--- src/sv/assert_macros.svh ---
// Assertion macros used by the top level of the ordered list block.
`ifndef ASSERT_MACROS_SVH
`define ASSERT_MACROS_SVH

// Property that must hold at every clock edge out of reset.
`define AST_ALWAYS(lbl, expr, msg) \
    lbl: assert property (@(posedge aclk) disable iff (!aresetn) (expr)) \
        else $error(msg);

// Same-cycle implication.
`define AST_IMPL(lbl, ante, cons, msg) \
    lbl: assert property (@(posedge aclk) disable iff (!aresetn) (ante) |-> (cons)) \
        else $error(msg);

// Next-cycle implication.
`define AST_NEXT(lbl, ante, cons, msg) \
    lbl: assert property (@(posedge aclk) disable iff (!aresetn) (ante) |=> (cons)) \
        else $error(msg);

`endif

--- src/sv/olist_pkg.sv ---
// Types and codes shared by the ordered list controller, datapath and top level.
`timescale 1ns / 1ps

package olist_pkg;

    // action codes (input tuser[1:0])
    localparam logic [1:0] ACT_HEAD   = 2'd0;
    localparam logic [1:0] ACT_TAIL   = 2'd1;
    localparam logic [1:0] ACT_DELETE = 2'd2;

    // status codes (output tdata[1:0])
    localparam logic [1:0] ST_DONE      = 2'd0;
    localparam logic [1:0] ST_NOT_FOUND = 2'd1;
    localparam logic [1:0] ST_EMPTY     = 2'd2;
    localparam logic [1:0] ST_FULL      = 2'd3;

    localparam int LENGTH_BITS = 5;

    typedef enum logic [2:0] {
        S_IDLE,
        S_DECODE,
        S_HEAD_SHIFT,
        S_HEAD_WR,
        S_SCAN,
        S_SHIFT_DN,
        S_FINISH
    } state_t;

    typedef enum logic [2:0] {
        PTR_HOLD,
        PTR_ZERO,
        PTR_TOP,
        PTR_INC,
        PTR_DEC
    } ptr_op_t;

    typedef enum logic [2:0] {
        WR_NONE,
        WR_HEAD,
        WR_TAIL,
        WR_UP,
        WR_DOWN
    } wr_op_t;

    typedef enum logic [1:0] {
        CNT_HOLD,
        CNT_CLEAR,
        CNT_INC,
        CNT_DEC
    } cnt_op_t;

    typedef struct packed {
        ptr_op_t    ptr_op;
        wr_op_t     wr_op;
        cnt_op_t    cnt_op;
        logic       val_load;
        logic       out_load;
        logic [1:0] status;
    } cmd_t;

    typedef struct packed {
        logic cnt_zero;
        logic cnt_full;
        logic ptr_zero;
        logic ptr_last;
        logic match;
    } sts_t;

endpackage

--- src/sv/olist_dp.sv ---
// Datapath of the ordered list: entry memory, count, scan pointer and result register.
`timescale 1ns / 1ps

module olist_dp #(
    parameter int DEPTH      = 16,
    parameter int VALUE_BITS = 32
) (
    input  logic                            aclk,
    input  logic                            aresetn,
    input  olist_pkg::cmd_t                 cmd,
    output olist_pkg::sts_t                 sts,
    input  logic [VALUE_BITS-1:0]           in_value,
    output logic [1:0]                      out_status,
    output logic [olist_pkg::LENGTH_BITS-1:0] out_length
);

    localparam int CW = $clog2(DEPTH + 1);
    localparam int IW = (DEPTH > 1) ? $clog2(DEPTH) : 1;

    logic [VALUE_BITS-1:0] mem [DEPTH];

    logic [CW-1:0]         count_reg, count_next;
    logic [CW-1:0]         ptr_reg, ptr_next;
    logic [VALUE_BITS-1:0] val_reg;
    logic [VALUE_BITS-1:0] rdata_reg;
    logic [1:0]            out_status_reg;
    logic [olist_pkg::LENGTH_BITS-1:0] out_length_reg;

    logic [CW-1:0]         ptr_plus1, ptr_minus1;
    logic                  wr_en;
    logic [IW-1:0]         wr_idx;
    logic [VALUE_BITS-1:0] wr_data;

    assign ptr_plus1  = ptr_reg + CW'(1);
    assign ptr_minus1 = ptr_reg - CW'(1);

    always_comb begin
        ptr_next = ptr_reg;
        case (cmd.ptr_op)
            olist_pkg::PTR_ZERO: ptr_next = '0;
            olist_pkg::PTR_TOP:  ptr_next = count_reg - CW'(1);
            olist_pkg::PTR_INC:  ptr_next = ptr_plus1;
            olist_pkg::PTR_DEC:  ptr_next = ptr_minus1;
            default:             ptr_next = ptr_reg;
        endcase
    end

    always_comb begin
        count_next = count_reg;
        unique case (cmd.cnt_op)
            olist_pkg::CNT_HOLD:  count_next = count_reg;
            olist_pkg::CNT_CLEAR: count_next = '0;
            olist_pkg::CNT_INC:   count_next = count_reg + CW'(1);
            olist_pkg::CNT_DEC:   count_next = count_reg - CW'(1);
            default:              count_next = count_reg;
        endcase
    end

    // one write port: a new value at head or tail, or a moved entry
    always_comb begin
        wr_en   = 1'b1;
        wr_idx  = '0;
        wr_data = val_reg;
        case (cmd.wr_op)
            olist_pkg::WR_HEAD: wr_idx = '0;
            olist_pkg::WR_TAIL: wr_idx = count_reg[IW-1:0];
            olist_pkg::WR_UP: begin
                wr_idx  = ptr_plus1[IW-1:0];
                wr_data = rdata_reg;
            end
            olist_pkg::WR_DOWN: begin
                wr_idx  = ptr_minus1[IW-1:0];
                wr_data = rdata_reg;
            end
            default: wr_en = 1'b0;
        endcase
    end

    always_ff @(posedge aclk) begin
        if (wr_en) begin
            mem[wr_idx] <= wr_data;
        end
        rdata_reg <= mem[ptr_next[IW-1:0]];
    end

    always_ff @(posedge aclk) begin
        if (!aresetn) begin
            count_reg <= '0;
            ptr_reg   <= '0;
        end else begin
            count_reg <= count_next;
            ptr_reg   <= ptr_next;
        end
    end

    always_ff @(posedge aclk) begin
        if (cmd.val_load) begin
            val_reg <= in_value;
        end
        if (cmd.out_load) begin
            out_status_reg <= cmd.status;
            out_length_reg <= olist_pkg::LENGTH_BITS'(count_reg);
        end
    end

    assign sts.cnt_zero = (count_reg == '0);
    assign sts.cnt_full = (count_reg == CW'(DEPTH));
    assign sts.ptr_zero = (ptr_reg == '0);
    assign sts.ptr_last = (ptr_plus1 == count_reg);
    assign sts.match    = (rdata_reg == val_reg);

    assign out_status = out_status_reg;
    assign out_length = out_length_reg;

endmodule

--- src/sv/olist_ctrl.sv ---
// Controller state machine of the ordered list: sequences loads, scans and shifts.
`timescale 1ns / 1ps

module olist_ctrl (
    input  logic             aclk,
    input  logic             aresetn,
    input  logic             s_tvalid,
    output logic             s_tready,
    input  logic [1:0]       in_action,
    input  logic             in_start,
    output logic             m_tvalid,
    input  logic             m_tready,
    input  olist_pkg::sts_t  sts,
    output olist_pkg::cmd_t  cmd
);

    olist_pkg::state_t state_reg, state_next;
    logic [1:0]        action_reg, action_next;
    logic [1:0]        status_reg, status_next;
    logic              out_valid_reg, out_valid_next;
    logic              out_free;

    assign out_free = !out_valid_reg || m_tready;
    assign s_tready = (state_reg == olist_pkg::S_IDLE);
    assign m_tvalid = out_valid_reg;

    // next state
    always_comb begin
        state_next = state_reg;
        unique case (state_reg)
            olist_pkg::S_IDLE: begin
                if (s_tvalid) state_next = olist_pkg::S_DECODE;
            end
            olist_pkg::S_DECODE: begin
                case (action_reg)
                    olist_pkg::ACT_HEAD: begin
                        if (sts.cnt_full || sts.cnt_zero) state_next = olist_pkg::S_FINISH;
                        else                              state_next = olist_pkg::S_HEAD_SHIFT;
                    end
                    olist_pkg::ACT_DELETE: begin
                        if (sts.cnt_zero) state_next = olist_pkg::S_FINISH;
                        else              state_next = olist_pkg::S_SCAN;
                    end
                    default: state_next = olist_pkg::S_FINISH;
                endcase
            end
            olist_pkg::S_HEAD_SHIFT: begin
                if (sts.ptr_zero) state_next = olist_pkg::S_HEAD_WR;
            end
            olist_pkg::S_HEAD_WR: state_next = olist_pkg::S_FINISH;
            olist_pkg::S_SCAN: begin
                if (sts.ptr_last)   state_next = olist_pkg::S_FINISH;
                else if (sts.match) state_next = olist_pkg::S_SHIFT_DN;
            end
            olist_pkg::S_SHIFT_DN: begin
                if (sts.ptr_last) state_next = olist_pkg::S_FINISH;
            end
            olist_pkg::S_FINISH: begin
                if (out_free) state_next = olist_pkg::S_IDLE;
            end
            default: state_next = olist_pkg::S_IDLE;
        endcase
    end

    // commands and result status
    always_comb begin
        cmd          = '0;
        cmd.ptr_op   = olist_pkg::PTR_HOLD;
        cmd.wr_op    = olist_pkg::WR_NONE;
        cmd.cnt_op   = olist_pkg::CNT_HOLD;
        cmd.status   = status_reg;
        action_next  = action_reg;
        status_next  = status_reg;
        unique case (state_reg)
            olist_pkg::S_IDLE: begin
                if (s_tvalid) begin
                    cmd.val_load = 1'b1;
                    action_next  = in_action;
                    if (in_start && (in_action == olist_pkg::ACT_HEAD ||
                                     in_action == olist_pkg::ACT_TAIL)) begin
                        cmd.cnt_op = olist_pkg::CNT_CLEAR;
                    end
                end
            end
            olist_pkg::S_DECODE: begin
                status_next = olist_pkg::ST_DONE;
                case (action_reg)
                    olist_pkg::ACT_HEAD: begin
                        if (sts.cnt_full) begin
                            status_next = olist_pkg::ST_FULL;
                        end else if (sts.cnt_zero) begin
                            cmd.wr_op  = olist_pkg::WR_HEAD;
                            cmd.cnt_op = olist_pkg::CNT_INC;
                        end else begin
                            cmd.ptr_op = olist_pkg::PTR_TOP;
                        end
                    end
                    olist_pkg::ACT_TAIL: begin
                        if (sts.cnt_full) begin
                            status_next = olist_pkg::ST_FULL;
                        end else begin
                            cmd.wr_op  = olist_pkg::WR_TAIL;
                            cmd.cnt_op = olist_pkg::CNT_INC;
                        end
                    end
                    olist_pkg::ACT_DELETE: begin
                        if (sts.cnt_zero) status_next = olist_pkg::ST_EMPTY;
                        else              cmd.ptr_op  = olist_pkg::PTR_ZERO;
                    end
                    default: status_next = olist_pkg::ST_DONE;
                endcase
            end
            olist_pkg::S_HEAD_SHIFT: begin
                cmd.wr_op = olist_pkg::WR_UP;
                if (!sts.ptr_zero) cmd.ptr_op = olist_pkg::PTR_DEC;
            end
            olist_pkg::S_HEAD_WR: begin
                cmd.wr_op  = olist_pkg::WR_HEAD;
                cmd.cnt_op = olist_pkg::CNT_INC;
            end
            olist_pkg::S_SCAN: begin
                if (sts.match) begin
                    if (sts.ptr_last) cmd.cnt_op = olist_pkg::CNT_DEC;
                    else              cmd.ptr_op = olist_pkg::PTR_INC;
                end else if (sts.ptr_last) begin
                    status_next = olist_pkg::ST_NOT_FOUND;
                end else begin
                    cmd.ptr_op = olist_pkg::PTR_INC;
                end
            end
            olist_pkg::S_SHIFT_DN: begin
                cmd.wr_op = olist_pkg::WR_DOWN;
                if (sts.ptr_last) cmd.cnt_op = olist_pkg::CNT_DEC;
                else              cmd.ptr_op = olist_pkg::PTR_INC;
            end
            olist_pkg::S_FINISH: begin
                cmd.out_load = out_free;
            end
            default: cmd.out_load = 1'b0;
        endcase
    end

    always_comb begin
        out_valid_next = out_valid_reg;
        if (cmd.out_load)  out_valid_next = 1'b1;
        else if (m_tready) out_valid_next = 1'b0;
    end

    always_ff @(posedge aclk) begin
        if (!aresetn) begin
            state_reg     <= olist_pkg::S_IDLE;
            action_reg    <= olist_pkg::ACT_HEAD;
            status_reg    <= olist_pkg::ST_DONE;
            out_valid_reg <= 1'b0;
        end else begin
            state_reg     <= state_next;
            action_reg    <= action_next;
            status_reg    <= status_next;
            out_valid_reg <= out_valid_next;
        end
    end

endmodule

--- src/sv/ordered_list_delete_first_match.sv ---
// Top level of the bounded ordered list with front load, back load and first-match delete.
//
// Ordered list of up to DEPTH values, head first, kept in an entry memory
// with one write port and one read port, and a length count. One input
// beat carries one action and gives exactly one result beat (status, new
// length). A back load, a dropped load into a full list and a front load
// into an empty list go from decode straight to the result; any other
// front load first moves every entry up one place, and a delete compares
// entries up to the first match, then moves the rest down, one entry at a
// time through the memory port. The block takes one item at a time; the
// input is ready again once the result is in the output register, so a
// new item is accepted while that result beat still waits. A start mark
// on a load empties the list first, and the new length is reported modulo 32.
`timescale 1ns / 1ps

module ordered_list_delete_first_match #(
    parameter int DEPTH      = 16,
    parameter int VALUE_BITS = 32
) (
    input  logic        aclk,
    input  logic        aresetn,
    input  logic        s_tvalid,
    output logic        s_tready,
    input  logic [31:0] s_tdata,   // [31:0] value (signed)
    input  logic [2:0]  s_tuser,   // [1:0] action, [2] start_req
    output logic        m_tvalid,
    input  logic        m_tready,
    output logic [7:0]  m_tdata    // [1:0] status, [6:2] length, [7] zero
);

    `include "assert_macros.svh"

    olist_pkg::cmd_t cmd;
    olist_pkg::sts_t sts;

    logic [VALUE_BITS-1:0]                 in_value;
    logic [1:0]                            out_status;
    logic [olist_pkg::LENGTH_BITS-1:0]     out_length;

    // only the low VALUE_BITS bits of a value are stored and compared
    assign in_value = VALUE_BITS'(s_tdata);

    olist_ctrl u_ctrl (
        .aclk      (aclk),
        .aresetn   (aresetn),
        .s_tvalid  (s_tvalid),
        .s_tready  (s_tready),
        .in_action (s_tuser[1:0]),
        .in_start  (s_tuser[2]),
        .m_tvalid  (m_tvalid),
        .m_tready  (m_tready),
        .sts       (sts),
        .cmd       (cmd)
    );

    olist_dp #(
        .DEPTH      (DEPTH),
        .VALUE_BITS (VALUE_BITS)
    ) u_dp (
        .aclk       (aclk),
        .aresetn    (aresetn),
        .cmd        (cmd),
        .sts        (sts),
        .in_value   (in_value),
        .out_status (out_status),
        .out_length (out_length)
    );

    assign m_tdata = {1'b0, out_length, out_status};

    // count never runs past full or below empty
    `AST_ALWAYS(a_no_inc_full, !(cmd.cnt_op == olist_pkg::CNT_INC && sts.cnt_full), "count incremented while full")
    `AST_IMPL(a_no_dec_empty, cmd.cnt_op == olist_pkg::CNT_DEC, !sts.cnt_zero, "count decremented while empty")
    // a result is loaded only into a free output register
    `AST_IMPL(a_out_free, cmd.out_load, !m_tvalid || m_tready, "result overwrote a pending beat")
    // one item at a time
    `AST_NEXT(a_one_item, s_tvalid && s_tready, !s_tready, "input accepted while item in flight")

endmodule

--- config.mk ---
export PLATFORM = sky130hd
export DESIGN_NAME = ordered_list_delete_first_match
export DESIGN_NICKNAME = d
export VERILOG_FILES = /design/src/sv/olist_pkg.sv /design/src/sv/olist_dp.sv /design/src/sv/olist_ctrl.sv /design/src/sv/ordered_list_delete_first_match.sv
export VERILOG_INCLUDE_DIRS = /design/src /design/src/sv
export SDC_FILE = /design/constraint.sdc
export NUM_CORES = 1
export LEC_CHECK = 0
export BUFFER_PORTS_ARGS = -buffer_cell sky130_fd_sc_hd__clkbuf_2
export CAP_MARGIN = 20
export CORE_ASPECT_RATIO = 0.6
export CORE_UTILIZATION = 50
export DETAILED_ROUTE_END_ITERATION = 8
export PLACE_DENSITY = 0.75
export SLEW_MARGIN = 20
export SYNTH_ARGS = -nofsm -noshare
export SYNTH_HDL_FRONTEND = slang
export SYNTH_SLANG_ARGS = --single-unit
--- constraint.sdc ---
create_clock -name aclk -period 4.9 [get_ports aclk]
set_clock_uncertainty 0.05 [all_clocks]
set_input_delay 0.245 -clock aclk [delete_from_list [all_inputs] [get_ports aclk]]
set_output_delay 0.245 -clock aclk [all_outputs]
set_load 0.05 [all_outputs]
==> reports/qor.tcl <==
set qor(pwr-share-seq_pct) 38.6
set qor(postSynthCellCount) 1444
set qor(num_vias) 13102
set qor(fin_area_mm2) 0.0268
set qor(drt_iter0_markers) 1745
set qor(first_global_vias) 12490
set qor(finalWirelength_mm) 54.3
set qor(combPwrFrac_pct) 41.3
set qor(cts-root-buf) {sky130_fd_sc_hd__clkbuf_16}
set qor(dominant_synthesized_flop_cell) {sky130_fd_sc_hd__edfxtp_1}
set qor(timing.rr.end) {u_dp.rdata_reg[23]}
set qor(power_density_mw_per_mm2) 727
set qor(groute.layer.met2.usage_pct) 33.8
set qor(synth_fp_nets) 1488
set qor(tritoncts) {yes}
set qor(drv.max_cap_violation_count) 0
set qor(crit_required_ns) 5.29
set qor(multi_input_comb_area_mm2) 0.00579
set qor(grt_remaining_overflow) 0
set qor(slew_headroom_pct) 41.8
set qor(vdd.ir_drop.worst_mv) 0.840
set qor(numCtsBuffers) 51
set qor(internal_power_mw) 12.3
set qor(totalPowerFinal_mw) 19.5
set qor(clkSinkCount) 601
set qor(worst-r2r-cell-count) 10
set qor(clock_latency_ns) 0.58
set qor(final_cell_count_no_fill) 2215
set qor(hpwlAfterDp_mm) 30.2
set qor(power_frac_clock_pct) 20.0
set qor(start_util_pct) 50.8
set qor(grt_use_met1_pct) 34.1
set qor(synthArstFlopShare_pct) 0
set qor(period_minus_slack_ns) 4.21
set qor(reg2reg_setup_slack_ns) 0.69
set qor(grt.busiest_layer) {met1}
set qor(setup.worst_path.class) {reg -> reg}
set qor(ios) 49
set qor(port_buffers) 47
set qor(area_post_placement_mm2) 0.0248
set qor(ff_to_ff_start) {u_dp.ptr_reg[0]}
set qor(path_max_fanout) 32
set qor(dp.cells) 2087
set qor(ys_top_cells_by_area) {sky130_fd_sc_hd__edfxtp_1 (70%), sky130_fd_sc_hd__mux2i_1 (11%), sky130_fd_sc_hd__dfxtp_1 (4.2%)}
set qor(yosys.area.top_type) {sky130_fd_sc_hd__edfxtp_1}
set qor(hold_viol) 0
set qor(rsz0062_at_grt) {no}
set qor(largest_reg_flops) 512
set qor(final_antenna_diode_count) 0
set qor(design.core.area_mm2) 0.0465
set qor(synth_largest_type_area_fraction_pct) 70.0
set qor(synth-seq-cells) 601
set qor(fin_worst_hold_slack_ns) 0.0383
set qor(setup.worst_path.start_class) {register}
set qor(final_layout_size_suffix_gt1_share_pct) 12.3
set qor(worst_slew_pin_slew_ns) 0.867
set qor(rows) 61
set qor(maxSlewViolCount) 0
set qor(tightest_hold_check_type) {in -> reg}
set qor(post_cts_buffers) 0
set qor(clk_transition_reported_paths_ns) 0.07
set qor(synth_edf_count) 551
set qor(min_period_over_period_pct) 85.9
set qor(finalWeightedCongestion) 0.868
set qor(mappedNetlistArea_mm2) 0.0236
set qor(fin_nets) 1589
set qor(synth_top_cells_by_count) {sky130_fd_sc_hd__edfxtp_1 (551), sky130_fd_sc_hd__mux2i_1 (262), sky130_fd_sc_hd__o22ai_1 (128)}
set qor(critical_path.endpoint_type) {register}
set qor(die_w_um) 283
set qor(grt.total_usage_pct) 22.6
set qor(postRouteAntennaNets) 0
set qor(setup_violations) 0
set qor(syn2layout_area_growth_pct) 13.2
set qor(worst-endpoint-arrival_ns) 4.60
set qor(fillerInstances) 3461
set qor(endpoint) {u_dp.rdata_reg[23]}
set qor(ys_types) 57
set qor(gr-usage-met3_pct) 4.53
set qor(vias_per_cell) 5.92
set qor(clock.fmax_ghz) 0.238
set qor(drt_first_pass_iters) 5
set qor(avgRoutedWirePerCell_um) 24.5
set qor(syn_area_per_cell_um2) 16.4
set qor(wire_length_of_the_first_global_routing_pass_mm) 79.2
set qor(post_cts.resized_instances) 0
set qor(register_area_mm2) 0.0175
set qor(cts_buffer_depth) 3
set qor(power.static_leakage_nw) 8.80
set qor(cts_hold_repair.buffers) 35
set qor(result_of_the_run) {completed}
set qor(setup_tns_ns) 0
set qor(clock_tree.htree_level_count) 2
set qor(swShare_pct) 36.6
set qor(ys.warnings.count) 0
set qor(synthMostInstantiatedCell) {sky130_fd_sc_hd__edfxtp_1}
set qor(synth_sequential_area_ratio_pct) 74.2
set qor(drc_errors) 0
set qor(floorplan.die.height_um) 170
set qor(net-switching-power_mw) 7.13
set qor(pin_count_of_the_biggest_net_entering_global_routing) 74
set qor(grt_antenna_before_repair) 0
set qor(die_area_mm2) 0.0482
set qor(timing.critical_path.from) {u_dp.ptr_reg[0]}
==> metal layers <==
layer | up-vias | wire length (µm)
li1 | 5851 | -
met1 | 6581 | 23800
met2 | 582 | 24000
met3 | 88 | 5460
met4 | 0 | 1060
met5 | - | 0
==> power by group through the flow <==
stage | combinational, mW | sequential, mW | clock [mW]
after floorplan | 5.94 | 7.47 | 0
after global placement | 7.68 | 7.59 | 0
after detailed placement | 7.91 | 7.62 | 0
after CTS | 7.96 | 7.51 | 3.96
after global routing | 8.54 | 7.57 | 4.15
final | 8.04 | 7.52 | 3.90
==> placed cells by master, fill, tap and decap left out, drive strengths merged, types with 35 or more instances in the layout <==
cell	instances
edfxtp	551
o22ai	128
dfxtp	50
buf	43
dlygate4sd3	35
nor2	39
nand2	120
mux2i	262
clkbuf	115
xnor2	40
==> layout make-up <==
class | count | area share [%]
multi-input combinational | 760 | 21.6
sequential | 601 | 65.6
inverter | 6 | 0.0842
clock inverter | 25 | 0.748
timing repair buffer | 125 | 3.91
clock buffer | 68 | 5.12
tap | 630 | 2.95
==> worst min path at each step <==
stage	cells after the start	from	endpoint
after detailed placement	0	u_ctrl.status_reg[1]	u_dp.out_status[1]
after CTS	3	s_tvalid	u_ctrl.state_reg[2]
final	3	s_tvalid	u_ctrl.state_reg[2]
after global routing	2	aresetn	u_dp.count_reg[0]
after global placement	0	u_ctrl.status_reg[1]	u_dp.out_status[1]
after floorplan	0	s_tdata[0]	u_dp.val_reg[0]
==> cell families (layout without fill, tap and decap cells) <==
logic type	count (synthesis)	count (layout)	share of synthesized area, %
adders and majority gates	5	5	0.265
other	1	1	0.0159
buffers and inverters	83	224	1.85
muxes	262	262	11.1
and+or+nand+nor	255	255	5.33
DFF	601	601	74.2
AOI/OAI and AO/OA	192	192	5.52
xor gates and xnor gates	45	45	1.67
==> stage by stage <==
step / setup slack (ns) / util [%]
global placement: 0.911 / 53.4
global route: 0.482 / 57.6
finish: 0.693 / 57.6
detailed placement: 0.766 / 53.4
CTS: 0.732 / 57.6
floorplan: 0.517 / -
==> critical path: stages (launching register included) <==
cell and delay (ns):
sky130_fd_sc_hd__dfxtp_1 0.45, sky130_fd_sc_hd__ha_1 0.39, sky130_fd_sc_hd__nor2b_1 0.11, sky130_fd_sc_hd__o21a_1 0.25, sky130_fd_sc_hd__o311ai_2 0.57, sky130_fd_sc_hd__a21oi_1 0.26, sky130_fd_sc_hd__a221oi_2 0.55, sky130_fd_sc_hd__or3b_2 0.21
sky130_fd_sc_hd__buf_4 0.48, sky130_fd_sc_hd__o22ai_1 0.19, sky130_fd_sc_hd__or4_1 0.54
No activity file was read; power rests on OpenSTA's default activity.
